**src/rtl/lsr_pkg.sv**
```systemverilog
// Shared widths, request codes and status type of the setpoint ramp block.
`timescale 1ns / 1ps
`default_nettype none

package lsr_pkg;

   // Field widths fixed by the word formats.
   localparam int REQ_W   = 2;
   localparam int TIME_W  = 32;
   localparam int LEVEL_W = 14;
   localparam int DUR_W   = 24;

   // Request codes carried in req_type.
   localparam logic [REQ_W-1:0] REQ_START = 2'd0;
   localparam logic [REQ_W-1:0] REQ_STOP  = 2'd1;
   localparam logic [REQ_W-1:0] REQ_TICK  = 2'd2;

   // Status of a serial arithmetic unit.
   typedef struct packed {
      logic busy;
      logic done;
   } op_status_type;

endpackage

`default_nettype wire

```
**src/rtl/lsr_if.sv**
```systemverilog
// Valid/ready channel interfaces for the request and response words.
`timescale 1ns / 1ps
`default_nettype none

interface lsr_req_if;
   logic                         valid;
   logic                         ready;
   logic [lsr_pkg::REQ_W-1:0]    req_type;
   logic [lsr_pkg::TIME_W-1:0]   now_ms;
   logic [lsr_pkg::LEVEL_W-1:0]  start_level;
   logic                         use_current;
   logic [lsr_pkg::LEVEL_W-1:0]  current_level;
   logic [lsr_pkg::LEVEL_W-1:0]  end_level;
   logic [lsr_pkg::DUR_W-1:0]    duration_ms;

   modport source (
      output valid, req_type, now_ms, start_level, use_current, current_level,
             end_level, duration_ms,
      input  ready
   );
   modport sink (
      input  valid, req_type, now_ms, start_level, use_current, current_level,
             end_level, duration_ms,
      output ready
   );
endinterface

interface lsr_rsp_if;
   logic                         valid;
   logic                         ready;
   logic [lsr_pkg::LEVEL_W-1:0]  level;
   logic                         level_valid;
   logic                         done_res;
   logic                         ramp_active;

   modport source (
      output valid, level, level_valid, done_res, ramp_active,
      input  ready
   );
   modport sink (
      input  valid, level, level_valid, done_res, ramp_active,
      output ready
   );
endinterface

`default_nettype wire

```
**src/rtl/lsr_mul.sv**
```systemverilog
// Bit-serial shift-and-add multiplier, one multiplier bit per cycle, MSB first.
`timescale 1ns / 1ps
`default_nettype none

module lsr_mul #(
   parameter int A_W = 14,
   parameter int B_W = 24
) (
   input  wire logic                  clock,
   input  wire logic                  reset,
   input  wire logic                  start,
   input  wire logic [A_W-1:0]        mcand,
   input  wire logic [B_W-1:0]        mplier,
   output logic      [A_W+B_W-1:0]    product,
   output lsr_pkg::op_status_type     status
);

   localparam int P_W   = A_W + B_W;
   localparam int CNT_W = $clog2(B_W + 1);

   logic [P_W-1:0]   acc_ff;
   logic [P_W-1:0]   acc_in;
   logic [A_W-1:0]   mcand_ff;
   logic [B_W-1:0]   mplier_ff;
   logic [CNT_W-1:0] count_ff;
   logic             busy_ff;
   logic             done_ff;

   // Doubling the partial sum and adding the multiplicand when the next multiplier bit is set.
   assign acc_in = {acc_ff[P_W-2:0], 1'b0} +
                   (mplier_ff[B_W-1] ? P_W'(mcand_ff) : '0);

   always_ff @(posedge clock) begin
      if (reset) begin
         busy_ff  <= 1'b0;
         done_ff  <= 1'b0;
         count_ff <= '0;
      end else begin
         done_ff <= 1'b0;
         if (start) begin
            acc_ff    <= '0;
            mcand_ff  <= mcand;
            mplier_ff <= mplier;
            count_ff  <= CNT_W'(B_W);
            busy_ff   <= 1'b1;
         end else if (busy_ff) begin
            acc_ff    <= acc_in;
            mplier_ff <= {mplier_ff[B_W-2:0], 1'b0};
            count_ff  <= count_ff - CNT_W'(1);
            if (count_ff == CNT_W'(1)) begin
               busy_ff <= 1'b0;
               done_ff <= 1'b1;
            end
         end
      end
   end

   assign product     = acc_ff;
   assign status.busy = busy_ff;
   assign status.done = done_ff;

endmodule

`default_nettype wire

```
**src/rtl/lsr_div.sv**
```systemverilog
// Restoring divider that yields one quotient bit per cycle.
`timescale 1ns / 1ps
`default_nettype none

module lsr_div #(
   parameter int Q_W = 14,
   parameter int D_W = 24
) (
   input  wire logic                  clock,
   input  wire logic                  reset,
   input  wire logic                  start,
   input  wire logic [Q_W+D_W-1:0]    dividend,
   input  wire logic [D_W-1:0]        divisor,
   output logic      [Q_W-1:0]        quotient,
   output lsr_pkg::op_status_type     status
);

   localparam int CNT_W = $clog2(Q_W + 1);

   logic [D_W-1:0]   rem_ff;
   logic [Q_W-1:0]   low_ff;
   logic [D_W-1:0]   dvs_ff;
   logic [Q_W-1:0]   quo_ff;
   logic [CNT_W-1:0] count_ff;
   logic             busy_ff;
   logic             done_ff;
   logic [D_W:0]     trial;
   logic [D_W:0]     rem_in;
   logic             fits;

   // The quotient is known to fit in Q_W bits, so the upper part of the
   // dividend is already below the divisor and serves as the first remainder.
   assign trial  = {rem_ff, low_ff[Q_W-1]};
   assign fits   = trial >= {1'b0, dvs_ff};
   assign rem_in = trial - {1'b0, dvs_ff};

   always_ff @(posedge clock) begin
      if (reset) begin
         busy_ff  <= 1'b0;
         done_ff  <= 1'b0;
         count_ff <= '0;
      end else begin
         done_ff <= 1'b0;
         if (start) begin
            rem_ff   <= dividend[Q_W+D_W-1:Q_W];
            low_ff   <= dividend[Q_W-1:0];
            dvs_ff   <= divisor;
            quo_ff   <= '0;
            count_ff <= CNT_W'(Q_W);
            busy_ff  <= 1'b1;
         end else if (busy_ff) begin
            rem_ff   <= fits ? rem_in[D_W-1:0] : trial[D_W-1:0];
            low_ff   <= {low_ff[Q_W-2:0], 1'b0};
            quo_ff   <= {quo_ff[Q_W-2:0], fits};
            count_ff <= count_ff - CNT_W'(1);
            if (count_ff == CNT_W'(1)) begin
               busy_ff <= 1'b0;
               done_ff <= 1'b1;
            end
         end
      end
   end

   assign quotient    = quo_ff;
   assign status.busy = busy_ff;
   assign status.done = done_ff;

endmodule

`default_nettype wire

```
**src/rtl/linear_setpoint_ramp.sv**
```systemverilog
// Top level of the linear setpoint ramp generator.
//
// Requests arrive as words on req_bus (valid/ready); each one yields exactly one word on
// rsp_bus. A start word records the start and end levels (both limited to LEVEL_MAX),
// the duration and the time stamp, and answers with the start level. A tick word answers
// with the interpolated level, or with the end level and done once the elapsed time has
// reached the duration. A stop word, a tick while idle and an unused code answer with
// level_valid low and level zero.
// One word is processed at a time. Start, stop, idle ticks, completing ticks and unused
// codes pass from ST_EXEC straight to ST_OUT, which loads the output register. An
// interpolating tick first runs a bit-serial multiply over the min(DURATION_BITS, 24)
// duration bits and then a restoring divide that yields one quotient bit per level bit.
// The response sits in an output register, so the next request word is taken as soon as
// the previous one has been handed to that register, even while the receiver stalls;
// a second response then waits in the block until the register is emptied.
// Synchronous reset clears the ramp state to inactive with all levels and times zero.
`timescale 1ns / 1ps
`default_nettype none

module linear_setpoint_ramp #(
   parameter int LEVEL_MAX     = 10000,
   parameter int DURATION_BITS = 24
) (
   input  wire logic  clock,
   input  wire logic  reset,
   lsr_req_if.sink    req_bus,
   lsr_rsp_if.source  rsp_bus
);

   localparam int LW        = lsr_pkg::LEVEL_W;
   localparam int TW        = lsr_pkg::TIME_W;
   localparam int DW        = lsr_pkg::DUR_W;
   // Durations are held only as wide as both the field and the parameter allow.
   localparam int LEN_W     = (DURATION_BITS < DW) ? DURATION_BITS : DW;
   localparam int LVL_TOP   = (1 << LW) - 1;
   localparam int CAP_INT   = (LEVEL_MAX < LVL_TOP) ? LEVEL_MAX : LVL_TOP;
   localparam logic [LW-1:0] LEVEL_CAP = LW'(CAP_INT);

   typedef enum logic [2:0] {
      ST_IDLE,
      ST_EXEC,
      ST_MUL,
      ST_DIV,
      ST_OUT
   } state_type;

   state_type state_ff;

   // Latched request word.
   logic [lsr_pkg::REQ_W-1:0] req_type_ff;
   logic [TW-1:0]             now_ff;
   logic [LW-1:0]             start_lvl_ff;
   logic                      use_cur_ff;
   logic [LW-1:0]             cur_lvl_ff;
   logic [LW-1:0]             end_lvl_ff;
   logic [DW-1:0]             dur_ff;

   // Ramp state.
   logic                      active_ff;
   logic [LW-1:0]             ramp_start_ff;
   logic [LW-1:0]             ramp_end_ff;
   logic [TW-1:0]             start_time_ff;
   logic [LEN_W-1:0]          ramp_len_ff;

   // Pending result and output register.
   logic [LW-1:0]             res_level_ff;
   logic                      res_lvalid_ff;
   logic                      res_done_ff;
   logic                      res_active_ff;
   logic                      rsp_valid_ff;
   logic [LW-1:0]             rsp_level_ff;
   logic                      rsp_lvalid_ff;
   logic                      rsp_done_ff;
   logic                      rsp_active_ff;

   logic [TW-1:0]             elapsed;
   logic                      reached;
   logic                      ramp_up;
   logic [LW-1:0]             span;
   logic                      mul_start;
   logic                      div_start;
   logic [LW+LEN_W-1:0]       product;
   logic [LW-1:0]             quotient;
   lsr_pkg::op_status_type    mul_st;
   lsr_pkg::op_status_type    div_st;

   function automatic logic [LW-1:0] sat_level(input logic [LW-1:0] v);
      return (v > LEVEL_CAP) ? LEVEL_CAP : v;
   endfunction

   // Elapsed time wraps modulo 2^32, so a plain subtraction does it.
   assign elapsed = now_ff - start_time_ff;
   assign reached = elapsed >= TW'(ramp_len_ff);
   assign ramp_up = ramp_end_ff >= ramp_start_ff;
   assign span    = ramp_up ? (ramp_end_ff - ramp_start_ff) : (ramp_start_ff - ramp_end_ff);

   assign mul_start = (state_ff == ST_EXEC) && (req_type_ff == lsr_pkg::REQ_TICK) &&
                      active_ff && !reached;
   assign div_start = (state_ff == ST_MUL) && mul_st.done;

   // The interpolation magnitude is span * elapsed / length, below span unless span is zero.
   lsr_mul #(
      .A_W (LW),
      .B_W (LEN_W)
   ) u_mul (
      .clock   (clock),
      .reset   (reset),
      .start   (mul_start),
      .mcand   (span),
      .mplier  (elapsed[LEN_W-1:0]),
      .product (product),
      .status  (mul_st)
   );

   lsr_div #(
      .Q_W (LW),
      .D_W (LEN_W)
   ) u_div (
      .clock    (clock),
      .reset    (reset),
      .start    (div_start),
      .dividend (product),
      .divisor  (ramp_len_ff),
      .quotient (quotient),
      .status   (div_st)
   );

   assign req_bus.ready = (state_ff == ST_IDLE);

   always_ff @(posedge clock) begin
      if (reset) begin
         state_ff      <= ST_IDLE;
         active_ff     <= 1'b0;
         ramp_start_ff <= '0;
         ramp_end_ff   <= '0;
         start_time_ff <= '0;
         ramp_len_ff   <= '0;
         rsp_valid_ff  <= 1'b0;
      end else begin
         // While a result is being handed over, ST_OUT itself refills the register.
         if (rsp_valid_ff && rsp_bus.ready && (state_ff != ST_OUT)) begin
            rsp_valid_ff <= 1'b0;
         end
         unique case (state_ff)
            ST_IDLE: begin
               if (req_bus.valid) begin
                  req_type_ff  <= req_bus.req_type;
                  now_ff       <= req_bus.now_ms;
                  start_lvl_ff <= req_bus.start_level;
                  use_cur_ff   <= req_bus.use_current;
                  cur_lvl_ff   <= req_bus.current_level;
                  end_lvl_ff   <= req_bus.end_level;
                  dur_ff       <= req_bus.duration_ms;
                  state_ff     <= ST_EXEC;
               end
            end
            ST_EXEC: begin
               unique case (req_type_ff)
                  lsr_pkg::REQ_START: begin
                     ramp_start_ff <= sat_level(use_cur_ff ? cur_lvl_ff : start_lvl_ff);
                     ramp_end_ff   <= sat_level(end_lvl_ff);
                     ramp_len_ff   <= dur_ff[LEN_W-1:0];
                     start_time_ff <= now_ff;
                     active_ff     <= 1'b1;
                     res_level_ff  <= sat_level(use_cur_ff ? cur_lvl_ff : start_lvl_ff);
                     res_lvalid_ff <= 1'b1;
                     res_done_ff   <= 1'b0;
                     res_active_ff <= 1'b1;
                     state_ff      <= ST_OUT;
                  end
                  lsr_pkg::REQ_STOP: begin
                     active_ff     <= 1'b0;
                     res_level_ff  <= '0;
                     res_lvalid_ff <= 1'b0;
                     res_done_ff   <= 1'b0;
                     res_active_ff <= 1'b0;
                     state_ff      <= ST_OUT;
                  end
                  lsr_pkg::REQ_TICK: begin
                     if (!active_ff) begin
                        res_level_ff  <= '0;
                        res_lvalid_ff <= 1'b0;
                        res_done_ff   <= 1'b0;
                        res_active_ff <= 1'b0;
                        state_ff      <= ST_OUT;
                     end else if (reached) begin
                        res_level_ff  <= ramp_end_ff;
                        res_lvalid_ff <= 1'b1;
                        res_done_ff   <= 1'b1;
                        res_active_ff <= 1'b0;
                        active_ff     <= 1'b0;
                        state_ff      <= ST_OUT;
                     end else begin
                        // The level itself is filled in when the divide finishes.
                        res_lvalid_ff <= 1'b1;
                        res_done_ff   <= 1'b0;
                        res_active_ff <= 1'b1;
                        state_ff      <= ST_MUL;
                     end
                  end
                  default: begin
                     // Unused code: state untouched, nothing to apply.
                     res_level_ff  <= '0;
                     res_lvalid_ff <= 1'b0;
                     res_done_ff   <= 1'b0;
                     res_active_ff <= active_ff;
                     state_ff      <= ST_OUT;
                  end
               endcase
            end
            ST_MUL: begin
               if (mul_st.done) begin
                  state_ff <= ST_DIV;
               end
            end
            ST_DIV: begin
               if (div_st.done) begin
                  res_level_ff <= ramp_up ? (ramp_start_ff + quotient)
                                          : (ramp_start_ff - quotient);
                  state_ff     <= ST_OUT;
               end
            end
            ST_OUT: begin
               if (!rsp_valid_ff || rsp_bus.ready) begin
                  rsp_level_ff  <= res_level_ff;
                  rsp_lvalid_ff <= res_lvalid_ff;
                  rsp_done_ff   <= res_done_ff;
                  rsp_active_ff <= res_active_ff;
                  rsp_valid_ff  <= 1'b1;
                  state_ff      <= ST_IDLE;
               end
            end
            default: begin
               state_ff <= ST_IDLE;
            end
         endcase
      end
   end

   assign rsp_bus.valid       = rsp_valid_ff;
   assign rsp_bus.level       = rsp_level_ff;
   assign rsp_bus.level_valid = rsp_lvalid_ff;
   assign rsp_bus.done_res    = rsp_done_ff;
   assign rsp_bus.ramp_active = rsp_active_ff;

   // A completed ramp always reports a level and an inactive flag.
   a_done_clears_active: assert property (@(posedge clock) disable iff (reset)
      (rsp_valid_ff && rsp_done_ff) |-> (rsp_lvalid_ff && !rsp_active_ff))
      else $error("done word with active ramp or without level");

   // A word with nothing to apply carries a zero level.
   a_idle_level_zero: assert property (@(posedge clock) disable iff (reset)
      (rsp_valid_ff && !rsp_lvalid_ff) |-> (rsp_level_ff == '0))
      else $error("nonzero level in a word with level_valid low");

   // An accepted request word is processed in the following cycle.
   a_accept_to_exec: assert property (@(posedge clock) disable iff (reset)
      (req_bus.valid && req_bus.ready) |=> (state_ff == ST_EXEC))
      else $error("accepted request not taken into execution");

   // The sequencer waits on the multiplier only while it is running or finishing.
   a_mul_running: assert property (@(posedge clock) disable iff (reset)
      (state_ff == ST_MUL) |-> (mul_st.busy || mul_st.done))
      else $error("waiting on an idle multiplier");

   // The same holds for the divider.
   a_div_running: assert property (@(posedge clock) disable iff (reset)
      (state_ff == ST_DIV) |-> (div_st.busy || div_st.done))
      else $error("waiting on an idle divider");

endmodule

`default_nettype wire

```
**src/flat_wrapper.sv**
```systemverilog
// flat-port wrapper written by rule: the top's interface ports become plain ports
module linear_setpoint_ramp_flat 
#(
   parameter int LEVEL_MAX     = 10000,
   parameter int DURATION_BITS = 24
)
  (clock, reset, req_bus_valid, req_bus_req_type, req_bus_now_ms, req_bus_start_level, req_bus_use_current, req_bus_current_level, req_bus_end_level, req_bus_duration_ms, req_bus_ready, rsp_bus_valid, rsp_bus_level, rsp_bus_level_valid, rsp_bus_done_res, rsp_bus_ramp_active, rsp_bus_ready);
  lsr_req_if req_bus_i ();
  lsr_rsp_if rsp_bus_i ();
  input  wire logic clock;
  input  wire logic reset;
  input wire logic [$bits(req_bus_i.valid)-1:0] req_bus_valid;
  input wire logic [$bits(req_bus_i.req_type)-1:0] req_bus_req_type;
  input wire logic [$bits(req_bus_i.now_ms)-1:0] req_bus_now_ms;
  input wire logic [$bits(req_bus_i.start_level)-1:0] req_bus_start_level;
  input wire logic [$bits(req_bus_i.use_current)-1:0] req_bus_use_current;
  input wire logic [$bits(req_bus_i.current_level)-1:0] req_bus_current_level;
  input wire logic [$bits(req_bus_i.end_level)-1:0] req_bus_end_level;
  input wire logic [$bits(req_bus_i.duration_ms)-1:0] req_bus_duration_ms;
  output wire logic [$bits(req_bus_i.ready)-1:0] req_bus_ready;
  output wire logic [$bits(rsp_bus_i.valid)-1:0] rsp_bus_valid;
  output wire logic [$bits(rsp_bus_i.level)-1:0] rsp_bus_level;
  output wire logic [$bits(rsp_bus_i.level_valid)-1:0] rsp_bus_level_valid;
  output wire logic [$bits(rsp_bus_i.done_res)-1:0] rsp_bus_done_res;
  output wire logic [$bits(rsp_bus_i.ramp_active)-1:0] rsp_bus_ramp_active;
  input wire logic [$bits(rsp_bus_i.ready)-1:0] rsp_bus_ready;
  assign req_bus_i.valid = req_bus_valid;
  assign req_bus_i.req_type = req_bus_req_type;
  assign req_bus_i.now_ms = req_bus_now_ms;
  assign req_bus_i.start_level = req_bus_start_level;
  assign req_bus_i.use_current = req_bus_use_current;
  assign req_bus_i.current_level = req_bus_current_level;
  assign req_bus_i.end_level = req_bus_end_level;
  assign req_bus_i.duration_ms = req_bus_duration_ms;
  assign req_bus_ready = req_bus_i.ready;
  assign rsp_bus_valid = rsp_bus_i.valid;
  assign rsp_bus_level = rsp_bus_i.level;
  assign rsp_bus_level_valid = rsp_bus_i.level_valid;
  assign rsp_bus_done_res = rsp_bus_i.done_res;
  assign rsp_bus_ramp_active = rsp_bus_i.ramp_active;
  assign rsp_bus_i.ready = rsp_bus_ready;
  linear_setpoint_ramp #(.LEVEL_MAX(LEVEL_MAX), .DURATION_BITS(DURATION_BITS)) u_core (.clock(clock), .reset(reset), .req_bus(req_bus_i), .rsp_bus(rsp_bus_i));
endmodule
```
**config.mk**
```make
export PLATFORM = sky130hd
export DESIGN_NAME = linear_setpoint_ramp_flat
export DESIGN_NICKNAME = d
export VERILOG_FILES = /design/src/rtl/lsr_pkg.sv /design/src/rtl/lsr_if.sv /design/src/rtl/lsr_mul.sv /design/src/rtl/lsr_div.sv /design/src/rtl/linear_setpoint_ramp.sv /design/src/flat_wrapper.sv
export SDC_FILE = /design/constraint.sdc
export NUM_CORES = 1
export LEC_CHECK = 0
export ABC_CLOCK_PERIOD_IN_PS = 8000
export CAP_MARGIN = 0
export CORE_MARGIN = 8
export CORE_UTILIZATION = 44
export CTS_BUF_LIST = sky130_fd_sc_hd__clkbuf_8
export CTS_CLUSTER_SIZE = 24
export DETAILED_ROUTE_END_ITERATION = 16
export DONT_BUFFER_PORTS = 1
export GPL_TIMING_DRIVEN = 0
export SLEW_MARGIN = 20
export SYNTH_ARGS = -nofsm -noshare
export SYNTH_HDL_FRONTEND = slang
export SYNTH_HIERARCHICAL = 1
export SYNTH_SLANG_ARGS = --single-unit
```
**constraint.sdc**
```tcl
create_clock -name clock -period 8 [get_ports clock]
set_input_delay 1.6 -clock clock [delete_from_list [all_inputs] [get_ports clock]]
set_output_delay 1.6 -clock clock [all_outputs]
set_load 0.02 [all_outputs]
```
======== After elaboration in Yosys (flattened, before gate mapping) ========
Index checks and enable logic that the tools add are counted.
cells by class
  equality and inequality tests ........... 14
  reduce and logical (&&, ||, !) cells .... 29
  add/subtract/negate cells ............... 9
  bitwise logic cells ..................... 3
  order comparisons ....................... 5
  mux-type cells .......................... 49
operator list
  kind                                                 count
  2-to-1 mux 14 bit                                    12
  2-to-1 mux 24 bit                                    5
  one-hot mux 14 bit (2 select lines)                  2
  subtractor 14 bit                                    3
  adder 38 bit                                         1
  2-to-1 mux 38 bit                                    1
  >= comparator 32 x 24 -> 1 bit                       1
  subtractor 32 bit                                    1
  > comparator 14 bit, second input constant           2
  >= comparator 25 x 24 -> 1 bit                       1
  subtractor 24 bit                                    1
  2-to-1 mux 3 bit                                     7
  2-to-1 mux 1 bit                                     15
  one-hot mux 3 bit (5 select lines)                   1
  adder 14 bit                                         1
  >= comparator 14 bit                                 1
  AND reduction 2 bit                                  7
  2-to-1 mux 5 bit                                     2
  2-to-1 mux 4 bit                                     2
  AND reduction 4 bit                                  2
  equality test 3 x 2 -> 1 bit, second input constant  2
  logical AND 1 bit                                    6
  != test 2 bit, second input constant                 3
  AND reduction 3 bit                                  2
  other kinds (21)                                     28
word-level totals
  output and inout port bits .............. 19
  flip-flop bits (word level) ............. 389
  logic and storage cells ................. 146
  bits of input ports ..................... 105

======== Logic depth before layout (Yosys ltp) ========
  depth in word-level cells ............... 6
  mapped depth ............................ 27
  depth with buffers taken out ............ 25

======== By module ========
The synthesis kept the hierarchy.
by module, submodules not included
  module                cells each  area each (µm²)  times used
  linear_setpoint_ramp  1290        12431.9          1
  lsr_div               418         4672.0           1
  lsr_mul               359         4315.4           1

======== Least setup slack after synthesis ========
Ideal clock, no wire load.
  path type ............................... flip-flop to flip-flop
  start point ............................. reg u_core.now_ff[0]
  end point ............................... reg u_core.u_mul.mplier_ff[0], enable pin
  slack ................................... 319 ps
  required time ........................... 7518 ps
  period minus slack after synthesis ...... 7681 ps
  buffers on the path ..................... 2
  arrival time ............................ 7199 ps
  cell stages (with the launch flop) ...... 25
  setup time .............................. 482 ps
  cells stage by stage .................... edfxtp_1 -> inv_1 -> ha_1 -> inv_1 -> fa_1 -> a21o_1 -> a31o_2 -> a31oi_4 -> o211ai_1 -> a21o_1 -> a21oi_1 -> xnor2_1 -> ha_1 -> and4_1 -> a21oi_1 -> nand3_1 -> nor3_1 -> nand4_1 -> nor4_1 -> nand4_1 -> nor4_1 -> clkbuf_1 -> clkbuf_1 -> nor2_1 -> nor2_1
on the way
  cells in the longest elaborated chain, start to end .. 6
RTL lines
  what                            RTL line                     source
  from (decl)                     linear_setpoint_ramp.sv:51   logic [TW-1:0] now_ff;
  from (signal assigned)          linear_setpoint_ramp.sv:148  now_ff <= req_bus.now_ms;
  subtractor 32 bit               linear_setpoint_ramp.sv:92   assign elapsed = now_ff - start_time_ff;
  named net u_core.elapsed[20]    linear_setpoint_ramp.sv:76   logic [TW-1:0] elapsed;
  >= comparator 32 x 24 -> 1 bit  linear_setpoint_ramp.sv:93   assign reached = elapsed >= TW'(ramp_len_ff);
  zero test 1 bit                 linear_setpoint_ramp.sv:98   active_ff && !reached;
  logical AND 1 bit               linear_setpoint_ramp.sv:98
  named net u_core.mul_start      linear_setpoint_ramp.sv:80   logic mul_start;
  nonzero test 2 bit (no line)    -
  AND reduction 2 bit (no line)   -
  to (signal assigned)            lsr_mul.sv:43                mplier_ff <= mplier;
  to (signal assigned)            lsr_mul.sv:48                mplier_ff <= {mplier_ff[B_W-2:0], 1'b0};
  to (decl)                       lsr_mul.sv:24                logic [B_W-1:0] mplier_ff;
The timed path passes the listed nets, and every way through them passes these cells.
A chain may end at the register's enable or synchronous reset.

======== Worst setup path after layout ========
  start point ............................. reg u_core.now_ff[0]
  end point ............................... reg u_core.u_mul.mcand_ff[6], enable pin
on the way
  cells in the longest elaborated chain, start to end .. 5
RTL lines
  what                            RTL line                    source
  subtractor 32 bit               linear_setpoint_ramp.sv:92
  named net u_core.elapsed[20]    linear_setpoint_ramp.sv:76
  >= comparator 32 x 24 -> 1 bit  linear_setpoint_ramp.sv:93
  zero test 1 bit                 linear_setpoint_ramp.sv:98
  logical AND 1 bit               linear_setpoint_ramp.sv:98
  named net u_core.mul_start      linear_setpoint_ramp.sv:80
  AND reduction 2 bit (no line)   -
  to (signal assigned)            lsr_mul.sv:42               mcand_ff <= mcand;
  to (decl)                       lsr_mul.sv:23               logic [A_W-1:0] mcand_ff;
The timed path passes the listed nets, and every way through them passes these cells.

==> key figures <==
Worst setup path
  • CP cell instances: inv_1, ha_1, inv_1, fa_1, a21o_1, a31o_2, a31oi_4, o211ai_1, a21o_1, a21oi_1, xnor2_1, ha_1, and4_1, a21oi_1, nand3_1, nor3_1, nand4_1, nor4_1, nand4_1, nor4_1, clkbuf_1, clkbuf_1, inv_1, nor2_2
  • CP bufs+invs: 5
  • CP Capture Type: flop
  • CP max FO: 14
  • Most used cell, CP: inv_1
  • CP max-delay cell: clkbuf_1
  • CP Data Required Time: 8.24 ns
  • Crit path DAT: 7.64 ns
  • Worst path max stage delay: about 0.70 ns
  • CP startpoint kind: flop
  • Crit Path Class: reg2reg
  • Crit-path leading delay family: simple AND/OR/NAND/NOR gates

Power and ir drop
  • Clk pwr share: between 30% and 40%
  • PwrDens: 192.5 nW/um2
  • Pint: approximately 3.4 mW
  • Switching pwr: around 1.2 mW
  • Sw Share: between 20% and 30%
  • Flop pwr share: 49.2%
  • Comb power frac: ~13%
  • Worst vdd ir: around 180 uV
  • Pleak: roughly 8.5 nW

Synthesis
  • Avg Synthesized Cell Area: between 10 and 15 um2
  • Mapped cell area: approximately 21000 um2
  • Yosys warning total: 6
  • Synthesized Nets: between 2000 and 2500
  • Post-synthesis cell count: 2065

Drt
  • Detailed Route Iter0 Violations: between 1000 and 1500
  • Remaining DRCs: 0
  • Detailed Route WL: between 50000 and 60000 um
  • Vias per inst: approximately 5.5
  • Routed Antenna Nets: 0
  • Vias: between 15000 and 20000
  • Initial DRT Pass Iterations: 5
  • WL/cell: around 19 um

Timing
  • Final setup viols: 0
  • Clk_skew: just under 0.04 ns
  • Fin. max-slew vios: 0
  • RSZ-0062 raised after global routing: no
  • Slew @ Worst Pin: 0.9682 ns
  • Max Fclk: 135.2 MHz
  • Relative slew slack: between 30% and 40%
  • Period utilization: between 90 and 100%
  • Fin crit period: 7.399 ns
  • Hold slack: around 0.42 ns
  • Fin. Hold Viols: 0

Worst hold path
  • HP Class: reg2reg

Floorplan
  • Vert. Die Dim: about 240 um
  • Ports: between 100 and 150
  • Die X: ~240 um
  • Std-Cell Rows: 81
  • Die area: about 56000 um2
  • Core Area: ~48000 um2
  • Initial Util: around 44%

CTS
  • # hold bufs at CTS: 0
  • H-Tree Depth: 3
  • Clock root buffer: clkbuf_8
  • Post-cts resize count: 0
  • CTS tree: done
  • Reg clk slew, reported paths: roughly 0.060 ns
  • Clk_lat worst skew: 0.64 ns
  • Post-CTS setup buffers: 0
  • CTS Buf Count: between 60 and 70
  • Max clock buf depth: 3
  • Sink Count: about 400

Run
  • Max cap viols: 0

Run status
  • Status: finished, final reports clean

Final layout
  • Nets: between 2000 and 2500
  • Post-synthesis to final-layout area growth: 10.63%
  • Fillers: between 4000 and 5000
  • Commonest non-fill, non-tap cell in the layout: edfxtp_1
  • Cell Count, Final, Fillers Out: roughly 2800
  • Share of cells above drive strength 1: approximately 9.3%
  • Most frequent cells in the layout: edfxtp_1, nand2_1, a21oi_1

Placed design
  • Placed cell count: between 2000 and 3000
  • Final RePlAce weighted congestion: approximately 0.9
  • HPWL Detailed: around 41000 um
  • I/O Buffers: 0

Global routing
  • Vias in the first global route: around 15000
  • Grt ovf: 0
  • First-pass GRT wire length: roughly 84000 um
  • Largest net degree at the start of global routing: between 50 and 60
  • Antenna violations before repair: 2
  • Total GRT Usage: between 10% and 20%
## per-layer routing
layer	vias up	global-route usage (%)	routed length, um	part of all wire, %
met5	-	0	0	0
li1	7694	-	-	-
met2	406	31.12	25450	47
met1	7450	25.00	24560	45
met4	0	6.422	1161	2.1
met3	70	3.197	2931	5.4
## stage by stage
step           TNS, ns  util [%]  power, mW  instance area [um2]  setup slack [ns]
2_1_floorplan        0         -      2.708                21400            0.3186
3_3_place_gp   -164.72     45.79      2.845                22180            -2.666
3_5_place_dp         0     46.21      2.856                22390            0.3046
4_1_cts              0     48.87      4.620                23670            0.2834
5_1_grt              0     48.88      4.774                23680           0.08162
6_report             0     48.88      4.560                23680            0.6012
## power groups by stage
stage	clock network (mW)	registers [mW]	logic, mW
2_1_floorplan	0	2.27	0.433
3_3_place_gp	0	2.29	0.557
3_5_place_dp	0	2.29	0.571
4_1_cts	1.80	2.24	0.574
5_1_grt	1.89	2.25	0.636
6_report	1.74	2.24	0.576
## state kept, by name, summed over array words and instances, names as in the netlist, 2 cells and up
signal,cells
u_core/u_div/quotient,14
u_core/u_mul/count_ff,5
u_core/rsp_bus.level,14
u_core/req_type_ff,2
u_core/u_mul/product,38
u_core/start_time_ff,32
u_core/dur_ff,24
u_core/u_div/low_ff,14
u_core/cur_lvl_ff,14
u_core/ramp_len_ff,24
u_core/start_lvl_ff,14
u_core/state_ff,3
u_core/ramp_start_ff,14
u_core/ramp_end_ff,14
u_core/u_mul/mcand_ff,14
u_core/res_level_ff,14
u_core/u_div/dvs_ff,24
u_core/u_div/rem_ff,24
u_core/now_ff,32
u_core/u_div/count_ff,4
u_core/end_lvl_ff,14
u_core/u_mul/mplier_ff,24
## area by class of cell
class                   instances  area (um2)  share of cell area (%)
flip-flops and latches        389       10660                   45.02
multi-input cells            1446        9867                   41.67
clock buffers                  74        1018                   4.301
well taps                     622       778.2                   3.286
inverters                     143       536.8                   2.267
plain buffers                  87       380.4                   1.606
clock inverters                48       266.5                   1.125
repair buffers                  9       167.7                  0.7080
diodes                          2       5.005                 0.02113
## worst register-to-register path, stage by stage (launching register included)
cell      delay, ns
edfxtp_1       0.41
inv_1          0.08
ha_1           0.16
inv_1          0.05
fa_1           0.39
a21o_1         0.20
a31o_2         0.28
a31oi_4        0.28
o211ai_1       0.29
a21o_1         0.25
a21oi_1        0.18
xnor2_1        0.19
ha_1           0.28
and4_1         0.21
a21oi_1        0.17
nand3_1        0.11
nor3_1         0.19
nand4_1        0.13
nor4_1         0.38
nand4_1        0.19
nor4_1         0.27
clkbuf_1       0.58
clkbuf_1       0.70
inv_1          0.40
nor2_2         0.65
## path summary, 6_finish.rpt
path / end / slack (ns) / from / cells past startpoint
worst max-delay path: u_core/u_mul/mcand_ff[6]$_DFFE_PP_ / 0.60 / u_core/now_ff[0]$_DFFE_PP_ / 24
worst min-delay path: u_core/rsp_bus.level[1]$_DFFE_PP_ / 0.42 / u_core/res_level_ff[1]$_DFFE_PP_ / 0
worst max register to register: u_core/u_mul/mcand_ff[6]$_DFFE_PP_ / 0.60 / u_core/now_ff[0]$_DFFE_PP_ / 24
worst min register to register: u_core/rsp_bus.level[1]$_DFFE_PP_ / 0.42 / u_core/res_level_ff[1]$_DFFE_PP_ / 0
No activity file was read; power rests on OpenSTA's default activity.
